<file path="src/rtl/rbgc_pkg.sv">
// Shared constants, types and helpers for the rigid body ground contact block.
package rbgc_pkg;

  localparam int FRAC_BITS  = 16;
  localparam int DIV_W      = 33 + FRAC_BITS;   // dividend width: drop magnitude << FRAC_BITS
  localparam int SQRT_STEPS = 32;               // result bits of the 64-bit square root
  localparam int CNT_W      = $clog2(DIV_W);
  localparam logic [30:0] MAX31 = 31'h7FFF_FFFF;

  // configuration register indexes
  localparam logic [1:0] REG_SPEED_LIMIT = 2'd0;
  localparam logic [1:0] REG_SPIN_LIMIT  = 2'd1;
  localparam logic [1:0] REG_LIFTOFF     = 2'd2;

  typedef enum logic [1:0] {
    ST_IDLE,
    ST_SQUARE,
    ST_ITER,
    ST_FINISH
  } state_t;

  // controller to datapath commands
  typedef struct packed {
    logic       load;
    logic       sq_step;
    logic [1:0] sq_sel;
    logic       iter_step;
    logic       sqrt_en;
    logic       commit;
  } cmd_t;

  // clamp a signed value to +/- an unsigned limit
  function automatic logic [31:0] clamp_abs(input logic [31:0] v, input logic [30:0] lim);
    logic signed [32:0] vs;
    logic signed [32:0] ls;
    logic signed [32:0] r;
    vs = {v[31], v};
    ls = {2'b00, lim};
    if (vs > ls) begin
      r = ls;
    end else if (vs < -ls) begin
      r = -ls;
    end else begin
      r = vs;
    end
    return r[31:0];
  endfunction

endpackage

</file>
<file path="src/rtl/rigid_body_ground_contact.sv">
// Rigid body ground contact: top level joining controller and datapath.
// An accepted item steps through the square, divide/root and commit states in that order.
// A new item is taken only after the previous one commits; the pace is set by the
// bit-serial restoring divider (33 + FRAC_BITS quotient bits); the 32-step root runs alongside it.
// A finished result waits in the output register while the next item is taken.
// Synchronous reset restores register defaults, clears contact flag, clearance and peak.
module rigid_body_ground_contact
  import rbgc_pkg::*;
(
  input  logic        clk,
  input  logic        rst,
  input  logic        cfg_we,
  input  logic [1:0]  cfg_index,
  input  logic [30:0] cfg_data,
  input  logic        in_valid,
  output logic        in_ready,
  input  logic [31:0] height,
  input  logic [31:0] vel_x,
  input  logic [31:0] vel_y,
  input  logic [31:0] vel_z,
  input  logic [31:0] spin_x,
  input  logic [31:0] spin_y,
  input  logic [31:0] spin_z,
  input  logic [31:0] ground_level,
  input  logic [30:0] thrust,
  input  logic [30:0] step_time,
  output logic        out_valid,
  input  logic        out_ready,
  output logic [31:0] new_height,
  output logic [31:0] out_vel_x,
  output logic [31:0] out_vel_y,
  output logic [31:0] out_vel_z,
  output logic [31:0] out_spin_x,
  output logic [31:0] out_spin_y,
  output logic [31:0] out_spin_z,
  output logic        touching,
  output logic [30:0] peak_impact
);

  cmd_t cmd;

  rbgc_ctrl u_ctrl (
    .clk       (clk),
    .rst       (rst),
    .in_valid  (in_valid),
    .in_ready  (in_ready),
    .out_valid (out_valid),
    .out_ready (out_ready),
    .cmd       (cmd)
  );

  rbgc_dp u_dp (
    .clk          (clk),
    .rst          (rst),
    .cmd          (cmd),
    .cfg_index    (cfg_index),
    .cfg_we       (cfg_we),
    .cfg_data     (cfg_data),
    .height       (height),
    .vel_x        (vel_x),
    .vel_y        (vel_y),
    .vel_z        (vel_z),
    .spin_x       (spin_x),
    .spin_y       (spin_y),
    .spin_z       (spin_z),
    .ground_level (ground_level),
    .thrust       (thrust),
    .step_time    (step_time),
    .new_height   (new_height),
    .out_vel_x    (out_vel_x),
    .out_vel_y    (out_vel_y),
    .out_vel_z    (out_vel_z),
    .out_spin_x   (out_spin_x),
    .out_spin_y   (out_spin_y),
    .out_spin_z   (out_spin_z),
    .touching     (touching),
    .peak_impact  (peak_impact)
  );

endmodule

</file>
<file path="src/rtl/rbgc_ctrl.sv">
// Sequencer for the contact datapath: load, squares, divide/root iterations, commit.
module rbgc_ctrl
  import rbgc_pkg::*;
(
  input  logic clk,
  input  logic rst,
  input  logic in_valid,
  output logic in_ready,
  output logic out_valid,
  input  logic out_ready,
  output cmd_t cmd
);

  state_t           state;
  state_t           state_next;
  logic [CNT_W-1:0] cnt;
  logic [CNT_W-1:0] cnt_next;

  // state, counter and result flag
  always_ff @(posedge clk) begin
    if (rst) begin
      state     <= ST_IDLE;
      cnt       <= '0;
      out_valid <= 1'b0;
    end else begin
      state <= state_next;
      cnt   <= cnt_next;
      if (cmd.commit) begin
        out_valid <= 1'b1;
      end else if (out_ready) begin
        out_valid <= 1'b0;
      end
    end
  end

  // next state and commands
  always_comb begin
    state_next    = state;
    cnt_next      = cnt;
    cmd           = '0;
    cmd.sq_sel    = cnt[1:0];
    cmd.sqrt_en   = (cnt < CNT_W'(SQRT_STEPS));
    in_ready      = 1'b0;
    case (state)
      ST_IDLE: begin
        in_ready = 1'b1;
        if (in_valid) begin
          cmd.load   = 1'b1;
          cnt_next   = '0;
          state_next = ST_SQUARE;
        end
      end
      ST_SQUARE: begin
        cmd.sq_step = 1'b1;
        if (cnt == CNT_W'(3)) begin
          cnt_next   = '0;
          state_next = ST_ITER;
        end else begin
          cnt_next = cnt + 1'b1;
        end
      end
      ST_ITER: begin
        cmd.iter_step = 1'b1;
        if (cnt == CNT_W'(DIV_W - 1)) begin
          cnt_next   = '0;
          state_next = ST_FINISH;
        end else begin
          cnt_next = cnt + 1'b1;
        end
      end
      ST_FINISH: begin
        if (!out_valid || out_ready) begin
          cmd.commit = 1'b1;
          state_next = ST_IDLE;
        end
      end
      default: begin
        state_next = ST_IDLE;
      end
    endcase
  end

  // commit never overwrites an untaken result
  a_commit_free: assert property (@(posedge clk) disable iff (rst)
    cmd.commit |-> (!out_valid || out_ready))
    else $error("commit over pending result");
  // an accepted beat starts the square phase
  a_load_seq: assert property (@(posedge clk) disable iff (rst)
    (in_valid && in_ready) |=> (state == ST_SQUARE))
    else $error("load did not start squares");
  // a commit always presents a result
  a_commit_valid: assert property (@(posedge clk) disable iff (rst)
    cmd.commit |=> out_valid)
    else $error("commit without result");

endmodule

</file>
<file path="src/rtl/rbgc_dp.sv">
// Contact datapath: clamps, squares, restoring divider, bit-serial root, state and results.
module rbgc_dp
  import rbgc_pkg::*;
(
  input  logic        clk,
  input  logic        rst,
  input  cmd_t        cmd,
  input  logic [1:0]  cfg_index,
  input  logic        cfg_we,
  input  logic [30:0] cfg_data,
  input  logic [31:0] height,
  input  logic [31:0] vel_x,
  input  logic [31:0] vel_y,
  input  logic [31:0] vel_z,
  input  logic [31:0] spin_x,
  input  logic [31:0] spin_y,
  input  logic [31:0] spin_z,
  input  logic [31:0] ground_level,
  input  logic [30:0] thrust,
  input  logic [30:0] step_time,
  output logic [31:0] new_height,
  output logic [31:0] out_vel_x,
  output logic [31:0] out_vel_y,
  output logic [31:0] out_vel_z,
  output logic [31:0] out_spin_x,
  output logic [31:0] out_spin_y,
  output logic [31:0] out_spin_z,
  output logic        touching,
  output logic [30:0] peak_impact
);

  logic [30:0] speed_limit;
  logic [30:0] spin_limit;
  logic [30:0] liftoff_thrust;
  logic        contact_flag;
  logic [31:0] last_clearance;
  logic [30:0] impact_peak;

  logic [31:0] h_r, g_r, vx, vy, vz, wx, wy, wz;
  logic [30:0] thr_r, dt_r;
  logic        drop_pos;

  logic [DIV_W-1:0] dvd;
  logic [DIV_W-1:0] quo;
  logic [30:0]      drem;
  logic [63:0]      acc;
  logic [61:0]      prod;
  logic [35:0]      srem;
  logic [31:0]      root;

  // load-time arithmetic
  logic signed [32:0] diff_in;
  logic signed [34:0] drop;
  assign diff_in = $signed({height[31], height}) - $signed({ground_level[31], ground_level});
  assign drop    = $signed({{3{last_clearance[31]}}, last_clearance})
                 - $signed({{2{diff_in[32]}}, diff_in});

  // squares operand
  logic [31:0] sq_v;
  logic [30:0] sq_abs;
  always_comb begin
    case (cmd.sq_sel)
      2'd0:    sq_v = vx;
      2'd1:    sq_v = vy;
      2'd2:    sq_v = vz;
      default: sq_v = '0;
    endcase
  end
  assign sq_abs = sq_v[31] ? 31'(-sq_v) : sq_v[30:0];

  // divider and root step
  logic [31:0] d_sh;
  logic        d_ge;
  logic [35:0] s_sh;
  logic [35:0] s_trial;
  logic        s_ge;
  assign d_sh    = {drem, dvd[DIV_W-1]};
  assign d_ge    = d_sh >= {1'b0, dt_r};
  assign s_sh    = {srem[33:0], acc[63:62]};
  assign s_trial = {2'b00, root, 2'b01};
  assign s_ge    = s_sh >= s_trial;

  // configuration registers
  always_ff @(posedge clk) begin
    if (rst) begin
      speed_limit    <= 31'd13107200;
      spin_limit     <= 31'd655360;
      liftoff_thrust <= MAX31;
    end else if (cfg_we) begin
      case (cfg_index)
        REG_SPEED_LIMIT: speed_limit    <= cfg_data;
        REG_SPIN_LIMIT:  spin_limit     <= cfg_data;
        REG_LIFTOFF:     liftoff_thrust <= cfg_data;
        default: ;
      endcase
    end
  end

  // working registers
  always_ff @(posedge clk) begin
    if (cmd.load) begin
      h_r      <= height;
      g_r      <= ground_level;
      vx       <= clamp_abs(vel_x, speed_limit);
      vy       <= clamp_abs(vel_y, speed_limit);
      vz       <= clamp_abs(vel_z, speed_limit);
      wx       <= clamp_abs(spin_x, spin_limit);
      wy       <= clamp_abs(spin_y, spin_limit);
      wz       <= clamp_abs(spin_z, spin_limit);
      thr_r    <= thrust;
      dt_r     <= step_time;
      drop_pos <= !drop[34] && (drop != '0);
      dvd      <= {drop[32:0], {FRAC_BITS{1'b0}}};
      quo      <= '0;
      drem     <= '0;
      acc      <= '0;
      prod     <= '0;
      srem     <= '0;
      root     <= '0;
    end else if (cmd.sq_step) begin
      prod <= sq_abs * sq_abs;
      acc  <= acc + {2'b00, prod};
    end else if (cmd.iter_step) begin
      dvd  <= {dvd[DIV_W-2:0], 1'b0};
      quo  <= {quo[DIV_W-2:0], d_ge};
      drem <= d_ge ? 31'(d_sh - {1'b0, dt_r}) : d_sh[30:0];
      if (cmd.sqrt_en) begin
        acc  <= {acc[61:0], 2'b00};
        srem <= s_ge ? (s_sh - s_trial) : s_sh;
        root <= {root[30:0], s_ge};
      end
    end
  end

  // commit-time results
  logic signed [32:0] diff;
  logic               below;
  logic               on_ground;
  logic               stuck;
  logic [30:0]        q_sat;
  logic [31:0]        c_min;
  logic [30:0]        closing;
  assign diff      = $signed({h_r[31], h_r}) - $signed({g_r[31], g_r});
  assign below     = $signed(h_r) < $signed(g_r);
  assign on_ground = below || (h_r == g_r);
  assign stuck     = on_ground && (thr_r <= liftoff_thrust);
  assign q_sat     = (quo > DIV_W'(MAX31)) ? MAX31 : quo[30:0];
  assign c_min     = ({1'b0, q_sat} < root) ? {1'b0, q_sat} : root;
  assign closing   = (drop_pos && dt_r != '0) ? c_min[30:0] : '0;

  // step state
  always_ff @(posedge clk) begin
    if (rst) begin
      contact_flag   <= 1'b0;
      last_clearance <= '0;
      impact_peak    <= '0;
    end else if (cmd.commit) begin
      contact_flag <= on_ground;
      if (below) begin
        last_clearance <= '0;
      end else if (diff > 33'sh0_7FFF_FFFF) begin
        last_clearance <= 32'h7FFF_FFFF;
      end else begin
        last_clearance <= diff[31:0];
      end
      if (below && !contact_flag && closing > impact_peak) begin
        impact_peak <= closing;
      end
    end
  end

  // result register
  always_ff @(posedge clk) begin
    if (cmd.commit) begin
      new_height <= below ? g_r : h_r;
      out_vel_x  <= stuck ? '0 : vx;
      out_vel_y  <= (stuck || (below && vy[31])) ? '0 : vy;
      out_vel_z  <= stuck ? '0 : vz;
      out_spin_x <= stuck ? '0 : wx;
      out_spin_y <= stuck ? '0 : wy;
      out_spin_z <= stuck ? '0 : wz;
      touching   <= on_ground;
      peak_impact <= (below && !contact_flag && closing > impact_peak) ? closing : impact_peak;
    end
  end

  // peak never falls
  a_peak_mono: assert property (@(posedge clk) disable iff (rst)
    cmd.commit |=> (impact_peak >= $past(impact_peak)))
    else $error("impact peak decreased");
  // grounded commit sets contact flag
  a_flag: assert property (@(posedge clk) disable iff (rst)
    (cmd.commit && on_ground) |=> contact_flag)
    else $error("contact flag not set");
  // snapped height never lies below ground
  a_snap: assert property (@(posedge clk) disable iff (rst)
    cmd.commit |=> ($signed(new_height) >= $signed($past(g_r))))
    else $error("height below ground after snap");

endmodule
</file>
<file path="config.mk">
export PLATFORM = sky130hd
export DESIGN_NAME = rigid_body_ground_contact
export DESIGN_NICKNAME = d
export VERILOG_FILES = /design/src/rtl/rbgc_pkg.sv /design/src/rtl/rigid_body_ground_contact.sv /design/src/rtl/rbgc_ctrl.sv /design/src/rtl/rbgc_dp.sv
export SDC_FILE = /design/constraint.sdc
export NUM_CORES = 2
export LEC_CHECK = 0
export BUFFER_PORTS_ARGS = -buffer_cell sky130_fd_sc_hd__buf_2
export CORE_MARGIN = 2
export CORE_UTILIZATION = 57
export CTS_CLUSTER_DIAMETER = 40
export DETAILED_ROUTE_END_ITERATION = 10
export PLACE_DENSITY = 0.79
export SETUP_SLACK_MARGIN = 0.2
export SYNTH_ARGS = -nofsm -noshare
export SYNTH_HDL_FRONTEND = slang
export SYNTH_SLANG_ARGS = --single-unit
</file>
<file path="constraint.sdc">
create_clock -name clk -period 13.5 [get_ports clk]
set_input_delay 3.375 -clock clk [delete_from_list [all_inputs] [get_ports clk]]
set_output_delay 3.375 -clock clk [all_outputs]
set_load 0.005 [all_outputs]
</file>
# [Word level (Yosys, flattened, before mapping)]
# Cells that the tools add are included.
# W data, S select, Z words.
[totals] register_bits=1046 input_bits=356 wordCells=168
[classes] addsub=10 n_mul=1 magnitude_cmp=21 n_eq_ne=15 muxes=47 bitwise=1 n_reduce_logical=31
[op_table] op="$mux W31" count=12
[op_table] op="$mux W32" count=9
[op_table] op="$lt A32 B33 Y1" count=6
[op_table] op="$gt A32 B32 Y1" count=6
[op_table] op="$mux W64" count=3
[op_table] op="$mux W49" count=3
[op_table] op="$pmux W32 S3" count=1
[op_table] op="$neg A31 Y33" count=2
[op_table] op="$sub A32 B32 Y33" count=2
[op_table] op="$add A64 B62 Y64" count=1
[op_table] op="$mul A31 B31 Y62" count=1
[op_table] op="$gt A49 B31 Y1 const B" count=1
[op_table] op="$ge A36 B34 Y1" count=1
[op_table] op="$reduce_bool A35 Y1" count=1
[op_table] op="$mux W34" count=1
[op_table] op="$sub A32 B33 Y34" count=1
[op_table] op="$sub A34 B34 Y34" count=1
[op_table] op="$gt A33 B32 Y1 const B" count=1
[op_table] op="$eq A32 B32 Y1" count=1
[op_table] op="$ge A32 B31 Y1" count=1
[op_table] op="$lt A31 B32 Y1" count=1
[op_table] op="$lt A32 B32 Y1" count=1
[op_table] op="$gt A31 B31 Y1" count=1
[op_table] op="$le A31 B31 Y1" count=1
[op_table] op="26 further kinds" count=67

# [Depth between registers and ports, before layout]
[depth] word_depth=8 mapped_depth=46

# [Hierarchy]
# From an unflattened synthesis, not the netlist that was laid out.
[hier_totals] hier_cells=10075 area_unflattened_um2=93741.2
[modules_own_cells] mod="rbgc_dp" n_inst=1 cells_per_inst=10010 area_per_inst_um2=93165.6 seq_area_each_um2=26825.7
[modules_own_cells] mod="rbgc_ctrl" n_inst=1 cells_per_inst=65 area_per_inst_um2=575.6 seq_area_each_um2=180.2

# [Worst setup path before layout]
# No wires, ideal clock.
[synth_timing] kind="in2reg" from="in in_valid" to="reg u_dp.drop_pos (enable)" arrival_ns=12.878 required_ns=12.692 slack_ns=-0.187 cell_stages=5 cell_sequence="nand2_1 -> inv_1 -> clkbuf_1 -> clkbuf_1 -> clkbuf_1"
[synth_rtl] element="start, declared" line="rigid_body_ground_contact.sv:15" source="input logic in_valid,"
[synth_rtl] element="end signal, assigned" line="rbgc_dp.sv:112" source="drop_pos <= !drop[34] && (drop != '0);"
[synth_rtl] element="end, declared" line="rbgc_dp.sv:41" source="logic drop_pos;"

# [Final worst setup path]
[layout_timing] from="reg u_ctrl.cnt[0]" to="reg u_dp.prod[59]"
[layout_between] elab_chain_len=5 elab_cells_between_ends=7 cone_classes="add/sub (1); mul (1); eq/ne (2); mux (2); reduce/logical (1)"
[layout_rtl] element="start, declared" line="rbgc_ctrl.sv:16" source="logic [CNT_W-1:0] cnt;"
[layout_rtl] element="start signal, assigned" line="rbgc_ctrl.sv:27" source="cnt <= cnt_next;"
[layout_rtl] element="$eq A2 B2 Y1, or another cell as far along" line="rbgc_dp.sv:62" source="case (cmd.sq_sel)"
[layout_rtl] element="$pmux W32 S3 (*)" line="rbgc_dp.sv:62"
[layout_rtl] element="$neg A31 Y31" line="rbgc_dp.sv:69" source="assign sq_abs = sq_v[31] ? 31'(-sq_v) : sq_v[30:0];"
[layout_rtl] element="$mux W31 (*)" line="rbgc_dp.sv:69"
[layout_rtl] element="$mul A31 B31 Y62 (*)" line="rbgc_dp.sv:121" source="prod <= sq_abs * sq_abs;"
[layout_rtl] element="end signal, assigned" line="rbgc_dp.sv:121"
[layout_rtl] element="end, declared" line="rbgc_dp.sv:47" source="logic [61:0] prod;"
# Mark *: on every way between the ends. The rest lies on a longest branch, timed or not.
# A chain may end at the register's enable or synchronous reset.

==> impl_metrics.json <==
{
  "r2r_slack_ps": 1430,
  "hold_viol": 0,
  "cts_tree": "built",
  "syn_inst": 10015,
  "fp-row-count": 148,
  "num_vias": 77846,
  "placed_area_mm2": 0.0990,
  "synth_compound_area_frac": 0.144,
  "clock_latency_ps": 840,
  "drive_gt1_frac": 0.112,
  "synthToLayoutAreaGrowth_pct": 12.0,
  "yosysSeqAreaShare": 0.288,
  "die_x_um": 410,
  "fin_area_mm2": 0.105,
  "cp.depth": 36,
  "postSynthNetCount": 12098,
  "ios": 614,
  "preCtsSetupSlack_ps": 1610,
  "cts.path.max_buffers": 3,
  "grt_pass1_wl_um": 478000,
  "maxCapViolations": 0,
  "grtUsageTotal": 0.377,
  "start_kind": "flop",
  "hold_ws_ps": 466,
  "path_max_fanout": 32,
  "critPathKind": "reg2reg",
  "status": "complete, no violations",
  "tns_ps": 0,
  "first_global_vias": 78706,
  "rsz0062_at_grt": "false",
  "finalCritPeriodShare": 0.894,
  "layout_commonest_cell": "inv_1",
  "ctsHoldBuffers": 0,
  "synth_fa_ha_area_frac": 0.293,
  "post_cts_buffers": 0,
  "ys.warnings.count": 0,
  "overflow": 0,
  "r2r_end": "u_dp.prod[59]",
  "numPortBuffers": 613,
  "synth_top_flop_cell": "edfxtp_1",
  "synth-seq-cells": 1045,
  "grt_antenna_before_repair": 88,
  "synth_simple_gate_area_share": 0.128,
  "numCtsBuffers": 161,
  "die_height_um": 410,
  "arrival_ps": 12830,
  "slowest_delay_ps": 880,
  "drt_pass1_iterations": 8,
  "dieArea_mm2": 0.168,
  "start_util": 0.576,
  "grt_max_degree": 169,
  "synth-xor-area-share": 0.0286,
  "r2r_cells": 36,
  "setup_viol": 0,
  "critPathLaunch": "u_ctrl.cnt[0]",
  "drc": 0,
  "cts_resized": 0,
  "async_flop_share": 0,
  "max_freq_mhz": 82.8,
  "relSlewSlack": 0.130,
  "cts_root_buffer": "clkbuf_16",
  "fin_crit_ps": 12070,
  "worst_pin_slew_ps": 1310,
  "synth-edff-count": 608,
  "ant_nets": 0,
  "routedWlPerCell_um": 24.9,
  "synthMuxAreaShare": 0.0386,
  "synthesis.area_mm2": 0.0939,
  "final_cell_mix": "inv_1 (1,496), ha_1 (933), nand2_1 (863)",
  "cpMostUsedCell": "fa_1",
  "worst-path-buf-inv": 6,
  "crit_end": "u_dp.prod[59]",
  "synth_top_family_by_area": "adder cells",
  "timing.rr.start": "u_ctrl.cnt[0]",
  "gp_congestion": 1.02,
  "critPathTopFamily": "adder cells",
  "cts.sinks": 1045,
  "via_per_inst": 6.07,
  "clk_pin_slew_ps": 60,
  "slew_viol_final": 0,
  "htree_levels": 4,
  "slowest_stage": "a222oi_1",
  "dp_hpwl_um": 248000,
  "nets": 12540,
  "synth.distinct_cells": 101,
  "routed_wl_um": 319000,
  "syn_area_per_cell_um2": 9.38,
  "finClkSkew_ps": 59.4,
  "drt_iter0_drc": 7640,
  "endpoint_kind": "flop",
  "hold_path.class": "reg2reg",
  "required_ps": 14260,
  "fin_ws_ps": 1430,
  "coreArea_mm2": 0.163
}
[through the flow]
| step | instances | utilization |
|---|---|---|
| detailed placement | 12469 | 0.607 |
| CTS | 12770 | 0.644 |
| global route | 12820 | 0.644 |
| finish | 12832 | 0.645 |
| global placement | 12469 | 0.607 |
| floorplan | 10015 | - |
[worst min-delay path by stage]
stage	slack (ps)	endpoint	start	depth (start not counted)
after floorplan	430	u_dp.prod[45]	u_dp.prod[45]	2
after CTS	470	u_dp.last_clearance[30]	u_dp.last_clearance[30]	1
after detailed placement	450	u_dp.last_clearance[30]	u_dp.last_clearance[30]	1
after global routing	480	u_dp.last_clearance[30]	u_dp.last_clearance[30]	1
final	470	u_dp.last_clearance[30]	u_dp.last_clearance[30]	1
after global placement	450	u_dp.last_clearance[30]	u_dp.last_clearance[30]	1
[cell type report]
type / instances / area [um2]
clock buffer: 189 / 4370
multi-input combinational: 7012 / 59700
inverter: 1518 / 5710
tap: 2175 / 2720
antenna: 62 / 155
clock inverter: 112 / 1580
timing repair buffer: 719 / 3880
fill: 13109 / 58000
sequential: 1045 / 27000
[cell families (layout without fill, tap and decap cells)]
family                   after synthesis  in the layout
AO/OA/AOI/OAI                       2068           2068
XOR/XNOR                             306            306
adder cells (fa/ha/maj)             1727           1727
buffers and inverters               1958           2538
flip-flops                          1045           1045
multiplexers                         345            345
other                                  0             62
AND/OR/NAND/NOR                     2566           2566
[routing by layer]
| layer | share of wire | track usage |
|---|---|---|
| met1 | 0.37 | 0.457 |
| met5 | 0.00064 | 0 |
| met2 | 0.46 | 0.596 |
| met4 | 0.079 | 0.265 |
| met3 | 0.090 | 0.0854 |
[cells in the mapped netlist, types with 118 or more instances]
cell type	instances	area [um2]
edfxtp_1	608	18300
dfxtp_1	437	8750
nand4_1	118	738
nor2b_1	252	1580
a21oi_1	610	3050
nand3_1	141	706
clkbuf_1	366	1370
xnor2_1	192	1680
mux2i_1	272	2720
a21o_1	280	2100
inv_1	1498	5620
o21ai_0	395	1980
ha_1	937	11700
nor2_1	719	2700
nand2_1	865	3250
fa_1	790	15800
[registers in the layout (all words and copies together) (netlist names), 32 cells and up]
register	cells
u_dp.out_vel_y	32
u_dp.vz	32
u_dp.vx	32
u_dp.vy	32
u_dp.dvd	33
u_dp.out_vel_z	32
u_dp.wx	32
u_dp.out_spin_x	32
u_dp.wz	32
u_dp.g_r	32
u_dp.srem	34
u_dp.out_spin_y	32
u_dp.last_clearance	32
u_dp.root	32
u_dp.out_vel_x	32
u_dp.out_spin_z	32
u_dp.acc	64
u_dp.prod	61
u_dp.quo	49
u_dp.h_r	32
u_dp.wy	32
u_dp.new_height	32
Power is left out: the tool's default activity adds up to more than one toggle a clock period on the data nets, which glitch-free logic cannot reach.
